[config.mk]
export PLATFORM = sky130hd
export DESIGN_NAME = meter_frame_receiver_flat
export DESIGN_NICKNAME = d
export VERILOG_FILES = /design/src/rtl/mfr_pkg.sv /design/src/rtl/mfr_byte_if.sv /design/src/rtl/mfr_result_if.sv /design/src/rtl/mfr_parser.sv /design/src/rtl/meter_frame_receiver.sv /design/src/flat_wrapper.sv
export VERILOG_INCLUDE_DIRS = /design/src /design/src/rtl
export SDC_FILE = /design/constraint.sdc
export NUM_CORES = 1
export LEC_CHECK = 0
export BUFFER_PORTS_ARGS = -buffer_cell sky130_fd_sc_hd__buf_2
export CORE_UTILIZATION = 50
export DETAILED_ROUTE_END_ITERATION = 8
export HOLD_SLACK_MARGIN = 0.15
export PLACE_DENSITY = 0.69
export SKIP_CTS_REPAIR_TIMING = 1
export SLEW_MARGIN = 10
export SYNTH_ARGS = -nofsm -noshare
export SYNTH_HDL_FRONTEND = slang
export SYNTH_SLANG_ARGS = --single-unit
[constraint.sdc]
create_clock -name i_clk -period 14.69 [get_ports i_clk]
set_input_delay 4.407 -clock i_clk [delete_from_list [all_inputs] [get_ports i_clk]]
set_output_delay 4.407 -clock i_clk [all_outputs]
set_load 0.005 [all_outputs]
[src/rtl/meter_frame_receiver_defines.svh]
// ----------------------------------------------------------------------------
// Meter frame receiver assertion macros
// Shared concurrent assertion forms used by the receiver RTL.
// ----------------------------------------------------------------------------
`ifndef METER_FRAME_RECEIVER_DEFINES_SVH
`define METER_FRAME_RECEIVER_DEFINES_SVH

// Same-cycle implication, checked outside reset.
`define MFR_ASSERT_IMPLY(label, clk, rst_n, ante, cons, msg) \
    label: assert property (@(posedge clk) disable iff (!rst_n) (ante) |-> (cons)) \
        else $error(msg);

// Next-cycle implication, checked outside reset.
`define MFR_ASSERT_NEXT(label, clk, rst_n, ante, cons, msg) \
    label: assert property (@(posedge clk) disable iff (!rst_n) (ante) |=> (cons)) \
        else $error(msg);

`endif

[src/rtl/mfr_pkg.sv]
// ----------------------------------------------------------------------------
// Meter frame receiver package
// Types, codes and the CRC-16/ARC byte update shared by the receiver.
// ----------------------------------------------------------------------------
`timescale 1ns / 1ps

package mfr_pkg;

    localparam int          CFG_IDX_W   = 2;
    localparam int          QUOT_W      = 51;
    localparam logic [15:0] CRC_POLY    = 16'hA001;
    localparam logic [7:0]  MIN_SIZE    = 8'd2;

    localparam logic [CFG_IDX_W-1:0] CFG_IDX_PREAMBLE_FIRST  = 2'd0;
    localparam logic [CFG_IDX_W-1:0] CFG_IDX_PREAMBLE_SECOND = 2'd1;
    localparam logic [CFG_IDX_W-1:0] CFG_IDX_TARGET_SCOPE    = 2'd2;

    localparam logic [7:0]  PREAMBLE_FIRST_RST  = 8'hAA;
    localparam logic [7:0]  PREAMBLE_SECOND_RST = 8'h55;
    localparam logic [15:0] TARGET_SCOPE_RST    = 16'h0B01;

    typedef enum logic [1:0] {
        ST_GOOD     = 2'd0,
        ST_CRC_BAD  = 2'd1,
        ST_SIZE_BAD = 2'd2
    } t_status;

    typedef enum logic [2:0] {
        PH_HUNT1 = 3'd0,
        PH_HUNT2 = 3'd1,
        PH_ID    = 3'd2,
        PH_SIZE  = 3'd3,
        PH_SCOPE = 3'd4,
        PH_DATA  = 3'd5,
        PH_CRCLO = 3'd6,
        PH_CRCHI = 3'd7
    } t_phase;

    typedef struct packed {
        logic [7:0]  preamble_first;
        logic [7:0]  preamble_second;
        logic [15:0] target_scope;
    } t_cfg;

    typedef struct packed {
        t_status            status;
        logic [39:0]        meter_id;
        logic [15:0]        scope_code;
        logic [7:0]         data_len;
        logic               is_target;
        logic [QUOT_W-1:0]  integer_part;
        logic [3:0]         tenths;
        logic               bad_digit;
        logic               value_overflow;
    } t_result;

    // CRC-16/ARC, reflected, one byte per call
    function automatic logic [15:0] mfr_crc16_arc_byte(input logic [15:0] crc_in,
                                                        input logic [7:0]  data);
        logic [15:0] c;
        c = crc_in ^ {8'h00, data};
        for (int k = 0; k < 8; k++) begin
            c = c[0] ? ((c >> 1) ^ CRC_POLY) : (c >> 1);
        end
        return c;
    endfunction

endpackage

[src/rtl/mfr_byte_if.sv]
// ----------------------------------------------------------------------------
// Meter frame receiver byte channel
// Valid/ready channel carrying one received byte per word.
// ----------------------------------------------------------------------------
`timescale 1ns / 1ps

interface mfr_byte_if;
    logic       valid;
    logic       ready;
    logic [7:0] rx_byte;

    modport source (output valid, output rx_byte, input ready);
    modport sink   (input valid, input rx_byte, output ready);
endinterface

[src/rtl/mfr_result_if.sv]
// ----------------------------------------------------------------------------
// Meter frame receiver result channel
// Valid/ready channel carrying one decoded frame report per word.
// ----------------------------------------------------------------------------
`timescale 1ns / 1ps

interface mfr_result_if;
    logic        valid;
    logic        ready;
    logic [1:0]  status;
    logic [39:0] meter_id;
    logic [15:0] scope_code;
    logic [7:0]  data_len;
    logic        is_target;
    logic [50:0] integer_part;
    logic [3:0]  tenths;
    logic        bad_digit;
    logic        value_overflow;

    modport source (
        output valid, output status, output meter_id, output scope_code,
        output data_len, output is_target, output integer_part, output tenths,
        output bad_digit, output value_overflow,
        input  ready
    );
    modport sink (
        input  valid, input status, input meter_id, input scope_code,
        input  data_len, input is_target, input integer_part, input tenths,
        input  bad_digit, input value_overflow,
        output ready
    );
endinterface

[src/rtl/mfr_parser.sv]
// ----------------------------------------------------------------------------
// Meter frame parser
// Frame state machine: preamble hunt, field capture, CRC and BCD decode.
// ----------------------------------------------------------------------------
`timescale 1ns / 1ps

module mfr_parser #(
    parameter int ID_BYTES        = 5,
    parameter int MAX_VALUE_BYTES = 8
) (
    input  logic             i_clk,
    input  logic             i_rst_n,
    input  logic             i_advance,
    input  logic [7:0]       i_byte,
    input  mfr_pkg::t_cfg    i_cfg,
    output logic             o_hit,
    output mfr_pkg::t_result o_result
);
    import mfr_pkg::*;

    localparam int ID_W = ID_BYTES * 8;

    t_phase            r_phase,        n_phase;
    logic [7:0]        r_byte_count,   n_byte_count;
    logic [15:0]       r_crc,          n_crc;
    logic [ID_W-1:0]   r_id_shift,     n_id_shift;
    logic [7:0]        r_payload_left, n_payload_left;
    logic [15:0]       r_scope,        n_scope;
    logic [QUOT_W-1:0] r_quot,         n_quot;
    logic [3:0]        r_rem,          n_rem;
    logic [7:0]        r_crc_low,      n_crc_low;
    logic              r_digit_error,  n_digit_error;
    logic              r_too_long,     n_too_long;

    logic [3:0]        hi, lo;
    logic [15:0]       crc_next;
    logic [63:0]       id_wide;
    logic              crc_good, target, keep_value;
    logic [7:0]        small_add;
    logic [QUOT_W-1:0] quot_x100;
    logic              clear;
    logic [7:0]        size_left;

    assign hi         = i_byte[7:4];
    assign lo         = i_byte[3:0];
    assign crc_next   = mfr_crc16_arc_byte(r_crc, i_byte);
    assign id_wide    = 64'(r_id_shift);
    assign crc_good   = ({i_byte, r_crc_low} == r_crc);
    assign target     = crc_good && (r_scope == i_cfg.target_scope);
    assign keep_value = target && !r_too_long;
    assign size_left  = i_byte - MIN_SIZE;

    // value = 10*q + r; value*100 + d gives q' = 100q + 10r + d/10, r' = d mod 10
    assign quot_x100  = (r_quot << 6) + (r_quot << 5) + (r_quot << 2);
    assign small_add  = 8'(r_rem) * 8'd10 + 8'(hi) + 8'(lo > 4'd9);

    always_comb begin
        n_phase        = r_phase;
        n_byte_count   = r_byte_count;
        n_crc          = r_crc;
        n_id_shift     = r_id_shift;
        n_payload_left = r_payload_left;
        n_scope        = r_scope;
        n_quot         = r_quot;
        n_rem          = r_rem;
        n_crc_low      = r_crc_low;
        n_digit_error  = r_digit_error;
        n_too_long     = r_too_long;
        clear          = 1'b0;
        o_hit          = 1'b0;

        o_result.status         = crc_good ? ST_GOOD : ST_CRC_BAD;
        o_result.meter_id       = id_wide[39:0];
        o_result.scope_code     = r_scope;
        o_result.data_len       = r_byte_count;
        o_result.is_target      = target;
        o_result.integer_part   = keep_value ? r_quot : '0;
        o_result.tenths         = keep_value ? r_rem : 4'd0;
        o_result.bad_digit      = r_digit_error;
        o_result.value_overflow = r_too_long;

        case (r_phase)
            PH_HUNT1: begin
                if (i_byte == i_cfg.preamble_first) begin
                    n_phase = PH_HUNT2;
                end
            end
            PH_HUNT2: begin
                // a mismatching byte is dropped, not retried as a first byte
                if (i_byte == i_cfg.preamble_second) begin
                    clear = 1'b1;
                end else begin
                    n_phase = PH_HUNT1;
                end
            end
            PH_ID: begin
                n_crc        = crc_next;
                n_id_shift   = ID_W'({r_id_shift, i_byte});
                n_byte_count = r_byte_count + 8'd1;
                if (n_byte_count >= 8'(ID_BYTES)) begin
                    n_phase = PH_SIZE;
                end
            end
            PH_SIZE: begin
                if (i_byte < MIN_SIZE) begin
                    o_hit                   = 1'b1;
                    o_result.status         = ST_SIZE_BAD;
                    o_result.scope_code     = '0;
                    o_result.data_len       = '0;
                    o_result.is_target      = 1'b0;
                    o_result.integer_part   = '0;
                    o_result.tenths         = '0;
                    o_result.bad_digit      = 1'b0;
                    o_result.value_overflow = 1'b0;
                    clear                   = 1'b1;
                end else begin
                    n_crc          = crc_next;
                    n_payload_left = size_left;
                    n_too_long     = size_left > 8'(MAX_VALUE_BYTES);
                    n_byte_count   = '0;
                    n_phase        = PH_SCOPE;
                end
            end
            PH_SCOPE: begin
                n_crc        = crc_next;
                n_scope      = {r_scope[7:0], i_byte};
                n_byte_count = r_byte_count + 8'd1;
                if (r_byte_count != 8'd0) begin
                    n_byte_count = '0;
                    n_phase      = (r_payload_left == 8'd0) ? PH_CRCLO : PH_DATA;
                end
            end
            PH_DATA: begin
                n_crc = crc_next;
                if (hi > 4'd9 || lo > 4'd9) begin
                    n_digit_error = 1'b1;
                end
                if (r_byte_count < 8'(MAX_VALUE_BYTES)) begin
                    n_quot = quot_x100 + QUOT_W'(small_add);
                    n_rem  = (lo > 4'd9) ? (lo - 4'd10) : lo;
                end
                n_byte_count   = r_byte_count + 8'd1;
                n_payload_left = r_payload_left - 8'd1;
                if (r_payload_left == 8'd1) begin
                    n_phase = PH_CRCLO;
                end
            end
            PH_CRCLO: begin
                n_crc_low = i_byte;
                n_phase   = PH_CRCHI;
            end
            PH_CRCHI: begin
                o_hit = 1'b1;
                clear = 1'b1;
            end
            default: begin
                clear = 1'b1;
            end
        endcase

        if (clear) begin
            n_byte_count   = '0;
            n_crc          = '0;
            n_id_shift     = '0;
            n_payload_left = '0;
            n_scope        = '0;
            n_quot         = '0;
            n_rem          = '0;
            n_crc_low      = '0;
            n_digit_error  = 1'b0;
            n_too_long     = 1'b0;
            n_phase        = (r_phase == PH_HUNT2) ? PH_ID : PH_HUNT1;
        end
    end

    always_ff @(posedge i_clk) begin
        if (!i_rst_n) begin
            r_phase        <= PH_HUNT1;
            r_byte_count   <= '0;
            r_crc          <= '0;
            r_id_shift     <= '0;
            r_payload_left <= '0;
            r_scope        <= '0;
            r_quot         <= '0;
            r_rem          <= '0;
            r_crc_low      <= '0;
            r_digit_error  <= 1'b0;
            r_too_long     <= 1'b0;
        end else if (i_advance) begin
            r_phase        <= n_phase;
            r_byte_count   <= n_byte_count;
            r_crc          <= n_crc;
            r_id_shift     <= n_id_shift;
            r_payload_left <= n_payload_left;
            r_scope        <= n_scope;
            r_quot         <= n_quot;
            r_rem          <= n_rem;
            r_crc_low      <= n_crc_low;
            r_digit_error  <= n_digit_error;
            r_too_long     <= n_too_long;
        end
    end

endmodule

[src/rtl/meter_frame_receiver.sv]
// ----------------------------------------------------------------------------
// Meter frame receiver
// Takes one serial byte per word, hunts for a two-byte preamble, reads
// identifier, size, scope, packed BCD data and a little-endian CRC-16/ARC,
// and reports one word per frame on the last CRC byte (or at once on a size
// byte below two). A byte is taken every cycle: it lands in an input
// register, the frame state machine consumes it from there and a report
// goes to an output register, from which it is offered on the report
// channel. The only stall is a byte that ends a frame while the
// previous report is still waiting in the output register.
// ----------------------------------------------------------------------------
`timescale 1ns / 1ps
`include "meter_frame_receiver_defines.svh"

module meter_frame_receiver #(
    parameter int ID_BYTES        = 5,
    parameter int MAX_VALUE_BYTES = 8
) (
    input  logic                           i_clk,
    input  logic                           i_rst_n,
    mfr_byte_if.sink                       i_rx,
    mfr_result_if.source                   o_res,
    input  logic                           i_cfg_we,
    input  logic [mfr_pkg::CFG_IDX_W-1:0]  i_cfg_index,
    input  logic [15:0]                    i_cfg_data
);
    import mfr_pkg::*;

    t_cfg       r_cfg;
    logic       r_in_valid;
    logic [7:0] r_in_byte;
    logic       r_out_valid;
    t_result    r_out;

    logic       hit;
    logic       advance;
    t_result    result;

    // hold the byte when it would finish a frame into a full output register
    assign advance    = r_in_valid && (!hit || !r_out_valid || o_res.ready);
    assign i_rx.ready = !r_in_valid || advance;

    mfr_parser #(
        .ID_BYTES        (ID_BYTES),
        .MAX_VALUE_BYTES (MAX_VALUE_BYTES)
    ) u_parser (
        .i_clk     (i_clk),
        .i_rst_n   (i_rst_n),
        .i_advance (advance),
        .i_byte    (r_in_byte),
        .i_cfg     (r_cfg),
        .o_hit     (hit),
        .o_result  (result)
    );

    always_ff @(posedge i_clk) begin
        if (!i_rst_n) begin
            r_cfg.preamble_first  <= PREAMBLE_FIRST_RST;
            r_cfg.preamble_second <= PREAMBLE_SECOND_RST;
            r_cfg.target_scope    <= TARGET_SCOPE_RST;
        end else if (i_cfg_we) begin
            case (i_cfg_index)
                CFG_IDX_PREAMBLE_FIRST:  r_cfg.preamble_first  <= i_cfg_data[7:0];
                CFG_IDX_PREAMBLE_SECOND: r_cfg.preamble_second <= i_cfg_data[7:0];
                CFG_IDX_TARGET_SCOPE:    r_cfg.target_scope    <= i_cfg_data;
                default: begin
                end
            endcase
        end
    end

    always_ff @(posedge i_clk) begin
        if (!i_rst_n) begin
            r_in_valid <= 1'b0;
        end else if (i_rx.valid && i_rx.ready) begin
            r_in_valid <= 1'b1;
        end else if (advance) begin
            r_in_valid <= 1'b0;
        end
    end

    always_ff @(posedge i_clk) begin
        if (i_rx.valid && i_rx.ready) begin
            r_in_byte <= i_rx.rx_byte;
        end
    end

    always_ff @(posedge i_clk) begin
        if (!i_rst_n) begin
            r_out_valid <= 1'b0;
        end else if (advance && hit) begin
            r_out_valid <= 1'b1;
        end else if (o_res.ready) begin
            r_out_valid <= 1'b0;
        end
    end

    always_ff @(posedge i_clk) begin
        if (advance && hit) begin
            r_out <= result;
        end
    end

    assign o_res.valid          = r_out_valid;
    assign o_res.status         = r_out.status;
    assign o_res.meter_id       = r_out.meter_id;
    assign o_res.scope_code     = r_out.scope_code;
    assign o_res.data_len       = r_out.data_len;
    assign o_res.is_target      = r_out.is_target;
    assign o_res.integer_part   = r_out.integer_part;
    assign o_res.tenths         = r_out.tenths;
    assign o_res.bad_digit      = r_out.bad_digit;
    assign o_res.value_overflow = r_out.value_overflow;

    `MFR_ASSERT_IMPLY(a_tenths_digit, i_clk, i_rst_n, r_out_valid, r_out.tenths <= 4'd9, "tenths above nine")
    `MFR_ASSERT_IMPLY(a_target_good, i_clk, i_rst_n, r_out_valid && r_out.is_target, r_out.status == ST_GOOD, "target on bad frame")
    `MFR_ASSERT_IMPLY(a_value_gated, i_clk, i_rst_n, r_out_valid && !r_out.is_target, r_out.integer_part == '0 && r_out.tenths == 4'd0, "value on non-target frame")
    `MFR_ASSERT_IMPLY(a_size_err_empty, i_clk, i_rst_n, r_out_valid && r_out.status == ST_SIZE_BAD, r_out.scope_code == 16'd0 && r_out.data_len == 8'd0, "size error with fields")
    `MFR_ASSERT_NEXT(a_in_hold, i_clk, i_rst_n, r_in_valid && !advance, r_in_valid && $stable(r_in_byte), "held byte lost")

endmodule

[src/flat_wrapper.sv]
// flat-port wrapper written by rule: the top's interface ports become plain ports
module meter_frame_receiver_flat import mfr_pkg::*;
#(
    parameter int ID_BYTES        = 5,
    parameter int MAX_VALUE_BYTES = 8
)
  (i_clk, i_rst_n, i_cfg_we, i_cfg_index, i_cfg_data, i_rx_valid, i_rx_rx_byte, i_rx_ready, o_res_valid, o_res_status, o_res_meter_id, o_res_scope_code, o_res_data_len, o_res_is_target, o_res_integer_part, o_res_tenths, o_res_bad_digit, o_res_value_overflow, o_res_ready);
  mfr_byte_if i_rx_i ();
  mfr_result_if o_res_i ();
  input  logic i_clk;
  input  logic i_rst_n;
  input  logic i_cfg_we;
  input  logic [mfr_pkg::CFG_IDX_W-1:0] i_cfg_index;
  input  logic [15:0] i_cfg_data;
  input wire logic [$bits(i_rx_i.valid)-1:0] i_rx_valid;
  input wire logic [$bits(i_rx_i.rx_byte)-1:0] i_rx_rx_byte;
  output wire logic [$bits(i_rx_i.ready)-1:0] i_rx_ready;
  output wire logic [$bits(o_res_i.valid)-1:0] o_res_valid;
  output wire logic [$bits(o_res_i.status)-1:0] o_res_status;
  output wire logic [$bits(o_res_i.meter_id)-1:0] o_res_meter_id;
  output wire logic [$bits(o_res_i.scope_code)-1:0] o_res_scope_code;
  output wire logic [$bits(o_res_i.data_len)-1:0] o_res_data_len;
  output wire logic [$bits(o_res_i.is_target)-1:0] o_res_is_target;
  output wire logic [$bits(o_res_i.integer_part)-1:0] o_res_integer_part;
  output wire logic [$bits(o_res_i.tenths)-1:0] o_res_tenths;
  output wire logic [$bits(o_res_i.bad_digit)-1:0] o_res_bad_digit;
  output wire logic [$bits(o_res_i.value_overflow)-1:0] o_res_value_overflow;
  input wire logic [$bits(o_res_i.ready)-1:0] o_res_ready;
  assign i_rx_i.valid = i_rx_valid;
  assign i_rx_i.rx_byte = i_rx_rx_byte;
  assign i_rx_ready = i_rx_i.ready;
  assign o_res_valid = o_res_i.valid;
  assign o_res_status = o_res_i.status;
  assign o_res_meter_id = o_res_i.meter_id;
  assign o_res_scope_code = o_res_i.scope_code;
  assign o_res_data_len = o_res_i.data_len;
  assign o_res_is_target = o_res_i.is_target;
  assign o_res_integer_part = o_res_i.integer_part;
  assign o_res_tenths = o_res_i.tenths;
  assign o_res_bad_digit = o_res_i.bad_digit;
  assign o_res_value_overflow = o_res_i.value_overflow;
  assign o_res_i.ready = o_res_ready;
  meter_frame_receiver #(.ID_BYTES(ID_BYTES), .MAX_VALUE_BYTES(MAX_VALUE_BYTES)) u_core (.i_clk(i_clk), .i_rst_n(i_rst_n), .i_rx(i_rx_i), .o_res(o_res_i), .i_cfg_we(i_cfg_we), .i_cfg_index(i_cfg_index), .i_cfg_data(i_cfg_data));
endmodule
==> results.cfg <==
[layout]
layout_common_cells = dfxtp_1, nand2_1, buf_2, edfxtp_1
areaGrowthSynthToFinish_pct = 12.4
fill_cells = 2936
drive_above_1_share_pct = 14.4
fin_area_mm2 = 0.0197
final_cells = 2281
final_nets = 1989
n_antenna_cell = 0
fin_util_pct = 57.0
final_common_cell = dfxtp_1

[synth]
ys_types = 84
yosysWarnings = 0
synth_top_family_by_area = simple AND/OR/NAND/NOR gates
synthXorXnorAreaFrac_pct = 6.41
ys_seq_elements = 322
synthAdderAreaFrac_pct = 13.4
synth_nets = 1873
ys_seq_area_share_pct = 44.4
synth-async-reset-ratio_pct = 0
muxShareOfSynthArea_pct = 1.32
syn_area_per_cell_um2 = 10.4
synth_compound_area_share_pct = 14.4
synth_ff_type = dfxtp_1
yosys.area_share.simple_pct = 16.7
syn_area_mm2 = 0.0175
synthCells = 1684
synth_edf_count = 132

[setup_path]
cp-end-kind = output port
crit_top_cell = buf_2
critPathSlowestCell = nor2b_1
worstPathArrival_ns = 5.30
start_kind = input port
path_cells = buf_2 -> nor2b_1 -> nand3_1 -> buf_2
criticalPathCategory = input port to output port
path_max_fanout = 5
crit_required_ns = 10.28
max_stage_delay_ns = 0.43

[sta]
fin_worst_skew_ns = 0.0227
drv_slew = 0
worstMarginPinSlew_ns = 1.06
fin_crit_sh_pct = 66.1
finalSetupTns_ns = 0
post-route-min-period_ns = 9.71
hold_viol_final = 0
setup_violations = 0
relSlewSlack_pct = 29.5
rsz0062_at_grt = no
fmax_mhz = 103

[clocking]
cts_tree = built
clock-sinks = 322
ctsHtreeMaxLevel = 2
insertion_delay_ns = 0.54
clockRootBuffer = clkbuf_16
cts_buffer_depth = 3
cts.clk_slew.worst_paths_ns = 0.06
cts_made_buffers = 35

[global_route]
met2_usage_pct = 34.6
grt_use_met3_pct = 2.61
grt_pass1_wl_um = 63800
grt_max_degree = 113
grt_usage_pct = 22.1
grt_pass1_vias = 12000
antenna_found_initial = 0
overflow = 0
top_usage_layer = met2
use_met1_pct = 32.1

[floorplan]
die_h_um = 189
rows = 68
initial_core_util_pct = 50.8
chipWidth_um = 189
fp.dieArea_mm2 = 0.0357
ios = 157
core_area_mm2 = 0.0345

[placement]
hpwl_um = 27800
place_congestion = 0.891
place.port_buffers = 156
place_area_mm2 = 0.0185
dp_cells = 2218

[drt]
ant_nets = 0
wl_per_cell_um = 17.2
post-route-drc-count = 0
dr.pass1.iters = 4
vias_per_cell = 5.55
first_iter_violations = 882
vias = 12700
drt_wl_total_um = 39300

[run]
drv_cap = 0

[run_status]
status = finished, final reports clean

[power_and_ir_drop]
p_int_w = 0.00146
ir_worst_vdd_mv = 0.0688
comb_power_share_pct = 4.0
p_leak_nw = 7.46
p_sw_share_pct = 21.8
power_frac_clock_pct = 45.9
p_sw_w = 0.000406
seq_power_share_pct = 50.1
p_per_area_mw_per_mm2 = 94.8
power_w = 0.00186

[worst_hold_path]
min_path_type = flop to flop
## through the flow
stage          worst slack, ns  hold slack, ns
6_report                  4.98           0.432
3_3_place_gp              5.07           0.416
4_1_cts                   5.01           0.433
2_1_floorplan             5.38           0.408
3_5_place_dp              5.03           0.419
5_1_grt                   4.91           0.438
## worst max-delay path: cells and delay by family
family,cells,cell delay [ns]
simple gates,2,0.63
buf+inv,2,0.26
## area by class of cell
cell class	instances	area [um2]	area share (%)
sequential	322	7770	39.5
clock inverter	18	179	0.910
timing repair buffer	171	896	4.56
clock buffer	45	943	4.80
multi-input combinational	1234	9170	46.6
tap	455	569	2.90
inverter	36	135	0.688
## worst paths after layout
path,from,to,slack [ns],depth (start not counted)
setup / recovery,o_res_ready,i_rx_ready,4.98,4
hold / removal,u_core.u_parser.r_id_shift[34]$_SDFFE_PN0P_,u_core.o_res.meter_id[34]$_DFFE_PP_,0.43,0
setup reg to reg,u_core.r_in_byte[1]$_DFFE_PP_,u_core.u_parser.r_quot[36]$_SDFFE_PN0P_,8.58,22
hold reg to reg,u_core.u_parser.r_id_shift[34]$_SDFFE_PN0P_,u_core.o_res.meter_id[34]$_DFFE_PP_,0.43,0
## registers in the layout (all words and copies together), names as in the netlist, 16 cells and up
name                        cells
u_core.o_res.integer_part      51
u_core.o_res.meter_id          40
u_core.o_res.scope_code        16
u_core.r_cfg                   32
u_core.u_parser.r_crc          16
u_core.u_parser.r_id_shift     40
u_core.u_parser.r_quot         51
u_core.u_parser.r_scope        16
## power by group through the flow
| stage | registers (W) | clock network, W | logic, W |
|---|---|---|---|
| after global routing | 0.000933 | 0.000911 | 0.0000812 |
| after floorplan | 0.000951 | 0 | 0.0000543 |
| after global placement | 0.000952 | 0 | 0.0000735 |
| after detailed placement | 0.000953 | 0 | 0.0000739 |
| after CTS | 0.000933 | 0.000874 | 0.0000743 |
| final | 0.000933 | 0.000856 | 0.0000740 |
## layer usage
metal / wire length [um] / vias to the layer above
met1: 19300 / 6099
met2: 17500 / 289
met3: 1590 / 51
met5: 0 / -
li1: - / 6229
met4: 843 / 0
## cell usage after synthesis (all sizes together), types with 15 or more instances
master | n | area, um2
nor2b | 108 | 676
edfxtp | 132 | 3960
a21oi | 102 | 510
ha | 108 | 1350
xnor2 | 96 | 841
o21ai | 72 | 368
and2 | 81 | 507
mux2i | 22 | 220
buf | 33 | 214
nand2 | 163 | 614
nor2 | 59 | 254
clkbuf | 59 | 221
nor3 | 25 | 130
nand3 | 28 | 140
nand4 | 26 | 163
dfxtp | 190 | 3800
a21o | 15 | 113
xor2 | 32 | 280
a21boi | 28 | 221
a22oi | 76 | 571
fa | 50 | 1000
inv | 36 | 135
## cell families after synthesis
| family | after synthesis |
|---|---|
| AO/OA/AOI/OAI | 378 |
| buffers and inverters | 128 |
| AND/OR/NAND/NOR | 547 |
| flip-flops | 322 |
| XOR/XNOR | 128 |
| adder cells (fa/ha/maj) | 158 |
| multiplexers | 23 |
Power figures use the tool's default switching activity.
